--- src/sv/km_pkg.sv ---
// ----------------------------------------------------------------------------
// km_pkg
// Shared widths, command codes and control types for the k-means engine.
// ----------------------------------------------------------------------------
package km_pkg;

    localparam int MAX_POINTS   = 1024;
    localparam int MAX_CLUSTERS = 16;
    localparam int MAX_DIM      = 8;
    localparam int COORD_W      = 32;

    localparam int PI_W   = $clog2(MAX_POINTS);
    localparam int NP_W   = PI_W + 1;
    localparam int CI_W   = $clog2(MAX_CLUSTERS);
    localparam int NC_W   = CI_W + 1;
    localparam int DI_W   = $clog2(MAX_DIM);
    localparam int ND_W   = DI_W + 1;
    localparam int SUM_W  = COORD_W + PI_W;
    localparam int DIST_W = 64;
    localparam int CFG_W  = NP_W;

    localparam logic [2:0] KIND_LOAD_PNT = 3'd0;
    localparam logic [2:0] KIND_LOAD_CEN = 3'd1;
    localparam logic [2:0] KIND_INIT     = 3'd2;
    localparam logic [2:0] KIND_PASS     = 3'd3;
    localparam logic [2:0] KIND_READ     = 3'd4;

    localparam logic [1:0] REG_NUM_POINTS   = 2'd0;
    localparam logic [1:0] REG_NUM_CLUSTERS = 2'd1;
    localparam logic [1:0] REG_DIMS_IN_USE  = 2'd2;

    typedef struct packed {
        logic mul;
        logic acc;
        logic first;
    } t_sqd_ctl;

endpackage

--- src/sv/km_sqd.sv ---
// ----------------------------------------------------------------------------
// km_sqd
// Squared-difference unit with a saturating 64-bit distance accumulator.
// ----------------------------------------------------------------------------
module km_sqd (
    input  logic                          i_clk,
    input  logic                          i_rst_n,
    input  km_pkg::t_sqd_ctl              i_ctl,
    input  logic signed [km_pkg::COORD_W-1:0] i_a,
    input  logic signed [km_pkg::COORD_W-1:0] i_b,
    output logic [km_pkg::DIST_W-1:0]     o_acc
);

    logic signed [km_pkg::COORD_W:0]   diff;
    logic [km_pkg::COORD_W-1:0]        mag;
    logic [km_pkg::DIST_W-1:0]         r_prod;
    logic [km_pkg::DIST_W-1:0]         r_acc;
    logic [km_pkg::DIST_W-1:0]         base;
    logic [km_pkg::DIST_W:0]           sum;

    assign diff = {i_a[km_pkg::COORD_W-1], i_a} - {i_b[km_pkg::COORD_W-1], i_b};
    assign mag  = diff[km_pkg::COORD_W] ? km_pkg::COORD_W'(-diff)
                                        : diff[km_pkg::COORD_W-1:0];
    assign base = i_ctl.first ? '0 : r_acc;
    assign sum  = {1'b0, base} + {1'b0, r_prod};

    always_ff @(posedge i_clk) begin
        if (i_ctl.mul) begin
            r_prod <= km_pkg::DIST_W'(mag) * km_pkg::DIST_W'(mag);
        end
    end

    always_ff @(posedge i_clk) begin
        if (!i_rst_n) begin
            r_acc <= '0;
        end else if (i_ctl.acc) begin
            r_acc <= sum[km_pkg::DIST_W] ? '1 : sum[km_pkg::DIST_W-1:0];
        end
    end

    assign o_acc = r_acc;

endmodule

--- config.mk ---
export PLATFORM = sky130hd
export DESIGN_NAME = km_sqd
export DESIGN_NICKNAME = d
export VERILOG_FILES = /design/src/sv/km_pkg.sv /design/src/sv/km_sqd.sv
export SDC_FILE = /design/constraint.sdc
export NUM_CORES = 2
export LEC_CHECK = 0
export ABC_CLOCK_PERIOD_IN_PS = 10500
export BUFFER_PORTS_ARGS = -buffer_cell sky130_fd_sc_hd__clkbuf_2
export CAP_MARGIN = 20
export CORE_ASPECT_RATIO = 0.7
export CORE_UTILIZATION = 45
export DETAILED_ROUTE_END_ITERATION = 16
export MAX_ROUTING_LAYER = met4
export PLACE_DENSITY = 0.68
export SYNTH_ARGS = -nofsm -noshare
export SYNTH_HDL_FRONTEND = slang
export SYNTH_SLANG_ARGS = --single-unit
--- constraint.sdc ---
create_clock -name i_clk -period 10.5 [get_ports i_clk]
set_clock_uncertainty 0.2 [all_clocks]
set_input_delay 0.525 -clock i_clk [delete_from_list [all_inputs] [get_ports i_clk]]
set_output_delay 0.525 -clock i_clk [all_outputs]
set_load 0.02 [all_outputs]
# [Word level (Yosys, flattened, before mapping)]
# Index checks and enable logic that the tools add are counted.
[op_classes] n_mul=1 n_mux=3 addsub=3
[ops] cell="64-bit two-way mux" count=2
[ops] cell="64-bit by 64-bit adder with 65-bit output" count=1
[ops] cell="32-bit by 32-bit multiplier with 64-bit output" count=1
[ops] cell="32-bit by 32-bit subtractor with 33-bit output" count=1
[ops] cell="32-bit two-way mux" count=1
[ops] cell="32-bit negation" count=1
[word_totals] input_bits=69 output_inout_bits=64 word_cells=9 ff_bits=128

# [Depth between registers and ports, before layout]
[logic_depth] depth_word=4 depth_mapped=48

# [Worst setup path after synthesis]
# OpenSTA, ideal clock, no wires.
[synth_path] kind="input -> register" start="in i_a[0] in the netlist's numbering" end="reg r_prod[63] in the netlist's numbering, data pin" stages=44 path_buffers=2 t_required_ns=10.038 t_arrival_ns=11.017 setup_time_ns=0.262 setup_slack_ns=-0.979 cell_sequence="inv_1 > ha_1 > inv_1 > fa_1 > a21o_1 > a311o_1 > a211oi_1 > or3b_1 > a211o_1 > a21oi_1 > nand4_1 > nor4_1 > a21oi_1 > xor2_1 > inv_1 > clkbuf_1 > clkbuf_1 > nand2_1 > [8 not listed] > fa_1 > fa_1 > inv_1 > fa_1 > inv_1 > ha_1 > nand2_1 > nor2_1 > a211oi_1 > o21ai_0 > a221oi_1 > o31a_1 > o21a_1 > nor3_1 > o21a_1 > o41ai_1 > a41oi_1 > xnor2_1"
[synth_between] elab_chain_cells=4
[synth_lines] element="start, declared" line="km_sqd.sv:9" text="input logic signed [km_pkg::COORD_W-1:0] i_a,"
[synth_lines] element="32-bit by 32-bit subtractor with 33-bit output *" line="km_sqd.sv:21" text="assign diff = {i_a[km_pkg::COORD_W-1], i_a} - {i_b[km_pkg::COORD_W-1], i_b};"
[synth_lines] element="32-bit negation" line="km_sqd.sv:22" text="assign mag = diff[km_pkg::COORD_W] ? km_pkg::COORD_W'(-diff)"
[synth_lines] element="32-bit two-way mux *" line="km_sqd.sv:22"
[synth_lines] element="32-bit by 32-bit multiplier with 64-bit output *" line="km_sqd.sv:29" text="r_prod <= km_pkg::DIST_W'(mag) * km_pkg::DIST_W'(mag);"
[synth_lines] element="end signal, assigned" line="km_sqd.sv:29"
[synth_lines] element="end, declared" line="km_sqd.sv:16" text="logic [km_pkg::DIST_W-1:0] r_prod;"
# Mark *: on every way between the ends. The rest lies on a longest branch, timed or not.
# A chain may end at the register's enable or synchronous reset.

# [Final worst setup path]
# Ends and elaborated chain as after synthesis.

==> run summary <==
- worst setup slack after layout: -0.546 ns
- crit path DAT: 11.08 ns
- height of the die: 249 µm
- main combinational cell family by area after synthesis: adder cells
- compound-cell area share of the yosys netlist: 0.116
- nature of the critical path endpoint: register
- synthesized area divided by synthesized cell count: 8.84 µm²
- vias in the first global route: 35836
- overall global routing resource usage: 0.287
- CTS tree: built
- status: complete, but fails checks
- number of antenna-violating nets in the routed design: 0
- worst slew margin relative to its limit: 0.239
- CTS buffer count: 25
- maximum number of pins on one net before global-route repair: 66
- RD Place Congestion: 0.992
- synthesized-area fraction occupied by xor and xnor cells: 0.0456
- area enclosed by the die boundary: 88200 µm²
- Layout Area Growth over Synthesis: 26.8%
- adder and majority gate portion of the synthesized area: 0.528
- flops & latches, synth: 127
- buffer levels on the longest clock path: 3
- total congestion overflow after global routing: 0
- Final Hold Violating Endpoints: 0
- count of vias placed by the detailed router: 33491
- Netlist Area Pre-Place: 39100 µm²
- launch point of the worst hold path: o_acc[28]$_SDFFE_PN0P_
- number of antenna violations at the first check in global routing: 2
- insertion delay to the later sink of the worst-skew pair: 0.49 ns
- post-synthesis simple-gate area fraction: 0.109
- share of flip-flops with an asynchronous set or reset after synthesis: 0
- global-route wire length before repair: 193 mm
- portion of the post-synthesis area used by sequential elements: 0.0811
- area of the placeable core: 86100 µm²
- number of detailed-route iterations in the first pass: 6
- net total in the final layout: 6500
- share of the clock period used by the worst path: 1.05
- Clock Tree Root: clkbuf_16
- worst endpoint required time: 10.54 ns
- violated checks: setup timing
- Sinks on Clock Net: 127
- critical-path maximum fanout: 8
- via/cell ratio: 5.22
- reg-to-reg critical path startpoint: o_acc[17]$_SDFFE_PN0P_
- Worst-Margin Slew: 1.11 ns
- die span in x: 355 µm
- crit path from: i_a[0]
- count of mapped cells out of synthesis: 4426
- synthesized netlist net count: 5669
- worst min path class: register to register
- post-detailed-route DRC marker count: 0
- post-route cell area: 49600 µm²
- HPWL after detailed placement: 101 mm
- synthesis warning total: 0
- peak clock frequency supported by timing: 90.5 MHz
- total count of max-transition violations in the final report: 0
- Setup Crit Path Kind: input pin to register
- Most used DFF post-synth: dfxtp_1
- H-tree levels: 4
- critical path startpoint category: input pin
- final wirelength: 120 mm
- count of flip-flops with a built-in enable after synthesis: 63
- share of final-layout standard cells stronger than drive strength 1: 0.254
- delay of the slowest cell on the worst path: 0.57 ns
- number of design-rule violations left by the first detailed-router iteration: 2669
- Final Setup Violations: 24
- hold-fix buffer count after cts: 0
- clock transition at the registers of the reported paths: 0.05 ns
- placed instance area: 47100 µm²
- Initial Util: 0.454
- total number of placement rows: 90
- proportion of synthesized area in mux cells: 0.00102
- PortBufs: 132
- CP max-delay cell: fa_2
- clock period minus worst slack: 11.05 ns
- post-synth cell types: 79
- most common cell after layout, fill and taps aside: inv_1
- WL/cell: 18.7 µm
- most frequent cells in the layout: inv_1 (1035), fa_1 (771), buf_4 (770)
- unrepaired setup endpoints after global routing: yes
- Top cell by count, worst path: fa_2
- number of ports placed on the die boundary: 133
- number of max-capacitance violations reported: 0
==> metal layers <==
layer / GRT usage / share of wire
met5: - / 0
met4: 0.0522 / 0.023
met3: 0.0514 / 0.084
met2: 0.448 / 0.46
met1: 0.394 / 0.44
==> cell type report <==
type                       instances  area, µm²
multi-input combinational       3059      32900
fill                            7530      36500
inverter                        1078       4080
antenna                            1       2.50
sequential                       127       3170
tap                             1150       1440
clock inverter                     4       18.8
timing repair buffer             966       7370
clock buffer                      29        661
==> registers in the layout, indices dropped and copies added (netlist names) <==
register / flops
r_prod: 63
o_acc: 64
==> logic make-up after synthesis <==
kind of cell | after synthesis
buf+inv | 1240
simple gates | 958
flops | 127
fa+ha+maj | 1174
xor+xnor | 203
mux | 4
compound gates | 720
==> worst max-delay path: cells and delay by family <==
kind	cells	cell delay (ns)
AO/OA/AOI/OAI	15	3.06
XOR/XNOR	4	0.54
adder cells (fa/ha/maj)	11	4.39
buffers and inverters	6	0.61
AND/OR/NAND/NOR	6	1.94
==> metrics by stage <==
| step | hold slack, ns | instances | setup TNS [ns] | utilization | worst slack, ns |
|---|---|---|---|---|---|
| 3_5_place_dp | 0.338 | 6319 | -30.27 | 0.547 | -1.32 |
| 6_report | 0.345 | 6414 | -7.64 | 0.576 | -0.546 |
| 4_1_cts | 0.348 | 6376 | -7.18 | 0.561 | -0.491 |
| 3_3_place_gp | 0.328 | 6319 | -25.72 | 0.547 | -1.15 |
| 5_1_grt | 0.366 | 6414 | -16.62 | 0.576 | -0.840 |
| 2_1_floorplan | 0.401 | 4426 | -2.80 | - | -0.349 |
==> synthesized netlist by cell type (all sizes together) (20+ instances only) <==
| cell type | instances | area, µm² |
|---|---|---|
| edfxtp | 63 | 1890 |
| xor2 | 67 | 587 |
| a21oi | 235 | 1180 |
| a21o | 138 | 1040 |
| dfxtp | 64 | 1280 |
| o21ai | 160 | 801 |
| xnor2 | 136 | 1200 |
| nand4 | 36 | 225 |
| nor2b | 82 | 513 |
| ha | 377 | 4720 |
| nand2 | 332 | 1250 |
| clkbuf | 155 | 582 |
| inv | 1069 | 4010 |
| nand3 | 29 | 145 |
| or2 | 20 | 125 |
| o21a | 25 | 188 |
| nor3 | 23 | 115 |
| nor2 | 353 | 1330 |
| fa | 797 | 16000 |
==> path summary, 6_finish.rpt <==
check / end / slack, ns / cells after the start
max: r_prod[63]$_DFFE_PP_ / -0.55 / 42
min: o_acc[28]$_SDFFE_PN0P_ / 0.34 / 2
max reg2reg: o_acc[27]$_SDFFE_PN0P_ / 4.06 / 15
min reg2reg: o_acc[28]$_SDFFE_PN0P_ / 0.34 / 2
==> repair_timing <==
item                       4_1_cts  5_1_grt
resized for setup               89      265
pin swaps                       42      116
buffers inserted                26       45
setup endpoints to repair       29       37
Power is left out: the tool's default activity adds up to more than one toggle a clock period on the data nets, which glitch-free logic cannot reach.
