**src/sv/km_pkg.sv**
```systemverilog
// ----------------------------------------------------------------------------
// km_pkg
// Shared widths, command codes and control types for the k-means engine.
// ----------------------------------------------------------------------------
package km_pkg;

    localparam int MAX_POINTS   = 1024;
    localparam int MAX_CLUSTERS = 16;
    localparam int MAX_DIM      = 8;
    localparam int COORD_W      = 32;

    localparam int PI_W   = $clog2(MAX_POINTS);
    localparam int NP_W   = PI_W + 1;
    localparam int CI_W   = $clog2(MAX_CLUSTERS);
    localparam int NC_W   = CI_W + 1;
    localparam int DI_W   = $clog2(MAX_DIM);
    localparam int ND_W   = DI_W + 1;
    localparam int SUM_W  = COORD_W + PI_W;
    localparam int DIST_W = 64;
    localparam int CFG_W  = NP_W;

    localparam logic [2:0] KIND_LOAD_PNT = 3'd0;
    localparam logic [2:0] KIND_LOAD_CEN = 3'd1;
    localparam logic [2:0] KIND_INIT     = 3'd2;
    localparam logic [2:0] KIND_PASS     = 3'd3;
    localparam logic [2:0] KIND_READ     = 3'd4;

    localparam logic [1:0] REG_NUM_POINTS   = 2'd0;
    localparam logic [1:0] REG_NUM_CLUSTERS = 2'd1;
    localparam logic [1:0] REG_DIMS_IN_USE  = 2'd2;

    typedef struct packed {
        logic mul;
        logic acc;
        logic first;
    } t_sqd_ctl;

endpackage

```
**src/sv/km_div.sv**
```systemverilog
// ----------------------------------------------------------------------------
// km_div
// Radix-2 restoring divider, signed dividend by unsigned divisor,
// quotient truncated toward zero, one quotient bit per cycle.
// ----------------------------------------------------------------------------
module km_div (
    input  logic                            i_clk,
    input  logic                            i_rst_n,
    input  logic                            i_start,
    input  logic signed [km_pkg::SUM_W-1:0] i_dividend,
    input  logic [km_pkg::NP_W-1:0]         i_divisor,
    output logic                            o_done,
    output logic signed [km_pkg::SUM_W-1:0] o_quotient
);

    localparam int CNT_W = $clog2(km_pkg::SUM_W + 1);

    logic [km_pkg::SUM_W-1:0] r_q;
    logic [km_pkg::NP_W-1:0]  r_r;
    logic [km_pkg::NP_W-1:0]  r_dv;
    logic                     r_neg;
    logic [CNT_W-1:0]         r_cnt;
    logic                     r_busy;
    logic                     r_done;
    logic [km_pkg::NP_W:0]    trial;
    logic                     fits;

    assign trial = {r_r, r_q[km_pkg::SUM_W-1]};
    assign fits  = trial >= {1'b0, r_dv};

    always_ff @(posedge i_clk) begin
        if (!i_rst_n) begin
            r_busy <= 1'b0;
            r_done <= 1'b0;
            r_cnt  <= '0;
        end else begin
            r_done <= 1'b0;
            if (i_start) begin
                r_busy <= 1'b1;
                r_cnt  <= CNT_W'(km_pkg::SUM_W);
            end else if (r_busy) begin
                r_cnt <= r_cnt - 1'b1;
                if (r_cnt == CNT_W'(1)) begin
                    r_busy <= 1'b0;
                    r_done <= 1'b1;
                end
            end
        end
    end

    always_ff @(posedge i_clk) begin
        if (i_start) begin
            r_neg <= i_dividend[km_pkg::SUM_W-1];
            r_q   <= i_dividend[km_pkg::SUM_W-1] ? km_pkg::SUM_W'(-i_dividend)
                                                 : i_dividend;
            r_r   <= '0;
            r_dv  <= i_divisor;
        end else if (r_busy) begin
            r_r <= fits ? km_pkg::NP_W'(trial - {1'b0, r_dv}) : trial[km_pkg::NP_W-1:0];
            r_q <= {r_q[km_pkg::SUM_W-2:0], fits};
        end
    end

    assign o_done     = r_done;
    assign o_quotient = r_neg ? km_pkg::SUM_W'(-r_q) : r_q;

endmodule
```
**config.mk**
```make
export PLATFORM = sky130hd
export DESIGN_NAME = km_div
export DESIGN_NICKNAME = d
export VERILOG_FILES = /design/src/sv/km_pkg.sv /design/src/sv/km_div.sv
export SDC_FILE = /design/constraint.sdc
export NUM_CORES = 1
export LEC_CHECK = 0
export ABC_CLOCK_PERIOD_IN_PS = 4700
export BUFFER_PORTS_ARGS = -buffer_cell sky130_fd_sc_hd__buf_2
export CORE_ASPECT_RATIO = 0.75
export CORE_MARGIN = 2
export CORE_UTILIZATION = 30
export CTS_BUF_LIST = sky130_fd_sc_hd__clkbuf_16
export DETAILED_ROUTE_END_ITERATION = 10
export SLEW_MARGIN = 5
export SYNTH_ARGS = -nofsm -noshare
export SYNTH_HDL_FRONTEND = slang
export SYNTH_SLANG_ARGS = --single-unit
```
**constraint.sdc**
```tcl
create_clock -name i_clk -period 4.7 [get_ports i_clk]
set_clock_uncertainty 0.15 [all_clocks]
set_input_delay 0.94 -clock i_clk [delete_from_list [all_inputs] [get_ports i_clk]]
set_output_delay 0.94 -clock i_clk [all_outputs]
set_load 0.01 [all_outputs]
```
# Word level (Yosys, flattened, before mapping)
# Index checks and enable logic that the tools add are counted.
# word_totals
out_inout_bits	43
regBits	73
input_bits	56
# op_classes
n_lt_le_gt_ge	1
mux	11
add_sub_neg	4
eq_ne	1
reduce_logical	3
bitwise_logic	2
# op_table
op	count
$mux 42	4
$neg 42->42	2
$ge 12x11->1	1
$mux 6	2
$mux 11	1
$sub 11x11->11	1
$eq 6x1->1 const B	1
$sub 6x1->6 const B	1
$mux 1	4
$reduce_or 3->1	1
$not 1->1	2
$reduce_bool 2->1	1
$reduce_or 2->1	1

# Depth between registers and ports, before layout
# Gate-level depths: netlist (run 1).
# depth
word_depth	4
ltp_mapped	10

# Worst setup path after synthesis (run 1)
# OpenSTA, ideal clock, no wires.
# synth_path
path_kind	register to output
startpoint	register r_q[31] (netlist bit)
endpoint	output o_quotient[41] (netlist bit)
path_stages_with_launch	7
setup_slack_ns	1.031
t_arrival_ns	2.579
cell_sequence	edfxtp_1 > or4_4 > or4_4 > or3_4 > or4_4 > o31ai_4 > xnor2_1
# synth_via
elab_chain_cells	2
# synth_lines
item	line_no	source
start, declared	km_div.sv:18	logic [km_pkg::SUM_W-1:0] r_q;
start signal, assigned	km_div.sv:54	r_q <= i_dividend[km_pkg::SUM_W-1] ? km_pkg::SUM_W'(-i_dividend)
start signal, assigned	km_div.sv:60	r_q <= {r_q[km_pkg::SUM_W-2:0], fits};
$neg 42->42	km_div.sv:65	assign o_quotient = r_neg ? km_pkg::SUM_W'(-r_q) : r_q;
$mux 42	km_div.sv:65	
end, declared	km_div.sv:13	output logic signed [km_pkg::SUM_W-1:0] o_quotient
# Every way passes these cells.

# Final worst setup path (run 1)
# layout_path
startpoint	register r_q[10] (netlist bit)
endpoint	output o_quotient[31] (netlist bit)
# The elaborated chain is that of the path after synthesis.

==> qor.yml, run 1 <==
outcome: "finished clean"
post_drt_via_cell_ratio: 5.205
finalMaxSlewViolations: 0
regToRegSetupSlack_ps: 1500
core_area_sq_um: 16930
dr.first_iter.drc_count: 313
detail_route.wirelength_um: 13980
r2r_start: "r_q[41]"
worstPathMaxFanout: 7
start_util: 0.3093
startpoint: "r_q[10]"
startpoint_type: "flop"
cts_resized: 0
p_leak_nw: 2.318
clkTransAtPathRegs_ps: 60
hpwl_um: 10180
antenna_left: 0
die_h_um: 118.4
async_flop_share: 0
cp-endpoint: "o_quotient[31]"
die_w_um: 156.6
p_per_area_nw_per_um2: 334.0
final_nets: 740
final_common_cell: "buf_2"
yosys_warnings: 0
ys_ff_latch: 73
ioPinCount: 99
power_w: 0.002071
fin_cells: 888
first_global_vias: 4246
syn_inst: 586
synth_nets: 658
gr-total-overflow: 0
core.rowCount: 41
drt_pass1_iterations: 4
drc_errors: 0
required_ps: 3610
cts-hold-fix-buffers: 0
seqCellArea_sq_um: 2002
finalSetupViolations: 0
die_area_sq_um: 18540
hold_slack_ps: 350.5
fmaxAchievable_mhz: 232.8
worst_ep_arrival_time_ps: 3210
clk-insertion-delay-late_ps: 350
layout_common_cells: "buf_2 (97), nor2_1 (67), edfxtp_1 (54)"
critPathKind: "reg2out"
antenna_found_initial: 0
min_period_ps: 4296
cts_sinks: 73
synth_edf_count: 54
fin_tns_setup_ps: 0
synthDistinctLibCells: 52
maxCapViolations: 0
io_buffers: 98
track_usage: 0.1536
cts_max_path_buffers: 2
wire_per_inst_um: 15.74
worstMarginPinSlew_ps: 1075
avgSynthCellArea_sq_um: 8.936
grt_max_degree: 71
grt_pass1_wl_um: 22380
cp-end-kind: "primary output"
ys.flop_type: "edfxtp_1"
yosysSeqAreaShare: 0.3823
r2r-end: "r_r[1]"
area_growth_pct: 18.42
finalCritPeriodShare: 0.9141
diodes: 0
maxSlewHeadroom: 0.2808
fin_util: 0.3663
rsz0062_at_grt: "false"
globalplace.congestion: 0.8152
vdd_drop_max_v: 0.0001991
final_hold_viol_count: 0
fill_cells: 1763
htreeDepth: 3
r2r_cells: 9
synth_area_sq_um: 5236
dp.cells: 872
clockRootBuffer: "clkbuf_16"
cts_setup_buffers: 0
cts_tree: "done"
hold_path_class: "reg2reg"
numCtsBuffers: 9
dr_total_vias: 4622
drive_gt1_frac: 0.1902
multi_input_area_sq_um: 3018
## stage by stage
step           setup slack (ps)  cell area (sq um)
3_5_place_dp              767.7               5913
4_1_cts                   397.8               6201
5_1_grt                   217.3               6201
6_report                  403.6               6201
2_1_floorplan              1031               5236
3_3_place_gp              821.0               5913
## final cells by class
cell class                 count  area share
clock inverter                 7     0.01009
sequential                    73      0.3228
tap                          215     0.04338
clock buffer                   9     0.03632
multi-input combinational    456      0.4867
timing repair buffer         103     0.08555
inverter                      25     0.01513
## state kept, by name, summed over array words and instances (netlist names)
signal	flops
r_dv	11
r_q	42
r_r	11
r_neg	1
o_done	1
r_cnt	6
r_busy	1
## report_power, final
group / total (W) / internal, W / leakage (nW) / switching, W
Sequential: 0.000846 / 0.000774 / 0.687 / 0.0000721
Combinational: 0.000544 / 0.000234 / 1.49 / 0.000310
Clock: 0.000681 / 0.000405 / 0.142 / 0.000276
## routing by layer
metal / wire, um / part of all wire / track usage / vias up
met5: 0 / 0 / 0 / -
met4: 140 / 0.010 / 0.03956 / 0
met3: 1003 / 0.072 / 0.03814 / 7
met2: 5502 / 0.39 / 0.2106 / 152
met1: 7330 / 0.52 / 0.2359 / 2143
li1: - / - / - / 2320
## critical path: stages (launching register included)
cell and delay (ps):
edfxtp_1 440, or3_1 410, or3_1 360, or3_1 490, or3_1 500, o41ai_1 360
xnor2_1 160, buf_2 150
## Yosys cell counts, types with 2 or more instances
master | count | area, sq um
inv_1 | 25 | 93.84
o21ai_0 | 37 | 185.2
a311oi_1 | 9 | 78.83
clkbuf_1 | 27 | 101.4
a21boi_0 | 3 | 22.52
or4_1 | 11 | 82.58
nor4_1 | 8 | 50.05
nand3_1 | 13 | 65.06
xor2_1 | 42 | 367.9
or3_1 | 10 | 62.56
nor2b_1 | 4 | 25.02
o2111ai_1 | 2 | 17.52
xnor2_1 | 48 | 420.4
dfxtp_1 | 19 | 380.4
nand2_1 | 31 | 116.4
nand2b_1 | 11 | 68.82
o31ai_1 | 20 | 150.1
o41ai_1 | 18 | 157.7
o21a_1 | 3 | 22.52
nor3_1 | 12 | 60.06
or4_4 | 3 | 33.78
or2_2 | 4 | 25.02
a21o_1 | 3 | 22.52
a21oi_1 | 52 | 260.3
buf_1 | 3 | 11.26
a211oi_1 | 3 | 22.52
ha_1 | 15 | 187.7
nor2_1 | 67 | 251.5
edfxtp_1 | 54 | 1622
nand3b_1 | 5 | 37.54
nand4_1 | 2 | 12.51
a2111oi_0 | 2 | 17.52
## logic make-up (layout without fill, tap and decap cells)
group | count (synthesis) | after routing | synth area share
muxes | 1 | 1 | 0.001912
DFF | 73 | 73 | 0.3823
buffers and inverters | 57 | 144 | 0.04182
adders and majority gates | 16 | 16 | 0.03967
AOI/OAI and AO/OA | 163 | 163 | 0.2055
xor gates and xnor gates | 90 | 90 | 0.1505
and+or+nand+nor | 186 | 186 | 0.1783
## how the worst min path moves through the flow
| stage | startpoint | to | cells past startpoint |
|---|---|---|---|
| 3_3_place_gp | r_r[10] | r_r[10] | 2 |
| 3_5_place_dp | r_r[10] | r_r[10] | 2 |
| 4_1_cts | r_r[6] | r_r[7] | 2 |
| 6_report | r_r[6] | r_r[7] | 2 |
| 2_1_floorplan | r_r[10] | r_r[10] | 2 |
| 5_1_grt | r_r[9] | r_r[10] | 2 |
Power figures use the tool's default switching activity.
==> inputs of run 2 (changes only) <==
--- a/config.mk
+++ b/config.mk
@@ -5,6 +5,7 @@
 export SDC_FILE = /design/constraint.sdc
 export NUM_CORES = 1
 export LEC_CHECK = 0
+export ABC_AREA = 1
 export ABC_CLOCK_PERIOD_IN_PS = 4700
 export BUFFER_PORTS_ARGS = -buffer_cell sky130_fd_sc_hd__buf_2
 export CORE_ASPECT_RATIO = 0.75
==> qor.yml, run 2 <==
synth_area_leaders: "edfxtp_1 (26%), nand2_1 (15%), nor2_1 (7.4%)"
clk-insertion-delay-late_ps: 330  # -20 ps
largest_reg_flops: 42  # unchanged
p_per_area_nw_per_um2: 285.4  # -15%
p_leak_nw: 3.246  # +40%
finalMaxSlewViolations: 0  # unchanged
ys_ff_latch: 73  # unchanged
fmaxAchievable_mhz: 290.5  # +25%
antenna_left: 0  # unchanged
yosysMostFrequentCell: "nand2_1"
yosys_warnings: 0  # unchanged
layout_common_cells: "nand2_1 (252), nor2_1 (123), inv_1 (102)"
synth_top_family_by_area: "simple AND/OR/NAND/NOR gates"
dr_total_vias: 6227  # +35%
yosysSeqAreaShare: 0.3214  # -0.06090
die_area_sq_um: 21940  # +18%
async_flop_share: 0  # unchanged
grtUsageMet1: 0.3184  # +0.08251
worstMarginPinSlew_ps: 835.5  # -239.5 ps
clkTransAtPathRegs_ps: 60  # about the same
numCtsBuffers: 9  # unchanged
globalplace.congestion: 0.9447  # +16%
required_ps: 3610  # about the same
min_period_ps: 3442  # -853.9 ps
synthDistinctLibCells: 45  # -13%
grt.busiest_layer: "met1"
cts-hold-fix-buffers: 0  # unchanged
syn_inst: 915  # +56%
clockRootBuffer: "clkbuf_16"
maxCapViolations: 0  # unchanged
synth_edf_count: 54  # unchanged
die_w_um: 170.4  # +8.8%
antenna_found_initial: 1  # +1
grt_pass1_wl_um: 30570  # +37%
yosysTopAreaCell: "edfxtp_1"
outcome: "finished clean"
critPathKind: "reg2out"
track_usage: 0.1802  # +0.02658
top_regs: "r_q: 42 flops, r_dv: 11 flops, r_r: 11 flops"
worst_ep_arrival_time_ps: 2350  # -860 ps
combPwrFrac: 0.270  # +0.007
clkPwrFrac: 0.328  # about the same
synth_xor_area_frac: 0.08276  # -0.06777
gr-total-overflow: 0  # unchanged
io_buffers: 98  # unchanged
avgSynthCellArea_sq_um: 6.807  # -24%
yosys.area_share.simple: 0.3849  # +0.2066
grtUsageMet2: 0.2159  # +0.005298
core_area_sq_um: 20330  # +20%
drc_errors: 0  # unchanged
maxSlewHeadroom: 0.4410  # +0.1601
ys.flop_type: "edfxtp_1"
fin_tns_setup_ps: 0  # unchanged
hold_path_class: "reg2reg"
p_int_w: 0.001366  # -3.3%
hpwl_um: 15930  # +56%
fill_cells: 2210  # +25%
post_drt_via_cell_ratio: 4.827  # -7.3%
synth_nets: 987  # +50%
final_hold_viol_count: 0  # unchanged
area_growth_pct: 16.81
synthMuxAreaShare: 0  # -0.001912
synth_area_sq_um: 6228  # +19%
detail_route.wirelength_um: 19720  # +41%
cp-end-kind: "primary output"
finalCritPeriodShare: 0.7324  # -0.1817
switching_share: 0.3421  # +0.02452
cts_max_path_buffers: 2  # unchanged
htreeDepth: 3  # unchanged
top_register: "r_q"
switchingPower_w: 0.0007104  # +8.0%
cts_resized: 0  # unchanged
start_util: 0.3064  # -0.002880
vdd_drop_max_v: 0.0001948  # -2.2%
cts_tree: "done"
netlist.area_leader.share: 0.2603  # -0.04933
cts_setup_buffers: 0  # unchanged
final_nets: 1075  # +45%
final_common_cell: "nand2_1"
yosys-top-cells-count: "nand2_1 (252), nor2_1 (123), inv_1 (102), nand3_1 (79)"
drive_gt1_frac: 0.1587  # -0.03146
grt_max_degree: 46  # -35%
final_area_sq_um: 7276  # +17%
worstPathMaxFanout: 5  # -2
cts_sinks: 73  # unchanged
seq_power_share: 0.402  # -0.007
use_met3: 0.02399  # -0.01414
die_h_um: 128.8  # +8.8%
drt_pass1_iterations: 8  # +4
core.rowCount: 45  # +9.8%
finalSetupViolations: 0  # unchanged
dr.first_iter.drc_count: 467  # +49%
synthAdderAreaFrac: 0.03335  # -0.006319
synth-compound-area-share: 0.09281  # -0.1127
startpoint_type: "flop"
rsz0062_at_grt: "false"
first_global_vias: 5433  # +28%
post_dp_cell_area_sq_um: 6979  # +18%
wire_per_inst_um: 15.29  # -2.9%
ioPinCount: 99  # unchanged
diodes: 0  # unchanged
## run 2: cell types whose count changed after synthesis, sizes merged, moves of 34 or more
| cell | change |
|---|---|
| nand2 | +227 |
| xnor2 | -34 |
| a21oi | -34 |
| nor2 | +72 |
| nand3 | +71 |
| inv | +80 |
## run 2: metrics by stage
stage                     cells  setup WS, ps  utilization  power, W  hold WS [ps]
after floorplan             915          1955            -  0.001174         298.8
after global placement     1274          1625       0.3434  0.001400         315.2
after detailed placement   1274          1596       0.3434  0.001402         316.8
after CTS                  1290          1233       0.3580  0.002084         328.6
after global routing       1290          1031       0.3580  0.002184         350.5
final                      1290          1258       0.3580  0.002077         326.6
## run 2: cells by family after synthesis
kind of cell    count (synthesis)
flops                          73
fa+ha+maj                      16
simple gates                  533
buf+inv                       132
xor+xnor                       58
compound gates                103
## run 2: power groups by stage
| stage | Clock [W] | Combinational [W] | Sequential (W) |
|---|---|---|---|
| floorplan | 0 | 0.000357 | 0.000817 |
| global placement | 0 | 0.000554 | 0.000847 |
| detailed placement | 0 | 0.000556 | 0.000846 |
| CTS | 0.000693 | 0.000558 | 0.000833 |
| global route | 0.000718 | 0.000624 | 0.000842 |
| finish | 0.000680 | 0.000561 | 0.000836 |
## run 2: worst paths after layout
check | slack [ps] | from | end | cells after the start
worst max-delay path | 1260 | r_q[0] | o_quotient[32] | 8
worst min-delay path | 330 | r_r[9] | r_r[9] | 2
worst max register to register | 1980 | r_q[41] | r_r[3] | 9
worst min register to register | 330 | r_r[9] | r_r[9] | 2
## run 2: critical path, cell delays in order (launching register included)
cell and delay [ps]:
edfxtp_1 440, inv_1 110, ha_1 310, nand4_1 260
nor2_1 280, nand4_1 170, xor2_1 170, o21ai_1 130
buf_2 160
## run 2: layout make-up
cell class | instances | area, sq um | share of cell area
multi-input combinational | 710 | 3699 | 0.5083
sequential | 73 | 2002 | 0.2752
timing repair buffer | 103 | 528.0 | 0.07257
inverter | 106 | 397.9 | 0.05469
tap | 282 | 352.8 | 0.04850
clock buffer | 9 | 225.2 | 0.03095
clock inverter | 7 | 71.32 | 0.009802
## run 2: routing by layer
metal | vias up | share of wire
met5 | - | 0.00066
met4 | 2 | 0.0092
met3 | 16 | 0.083
met2 | 254 | 0.35
met1 | 2783 | 0.56
li1 | 3172 | -
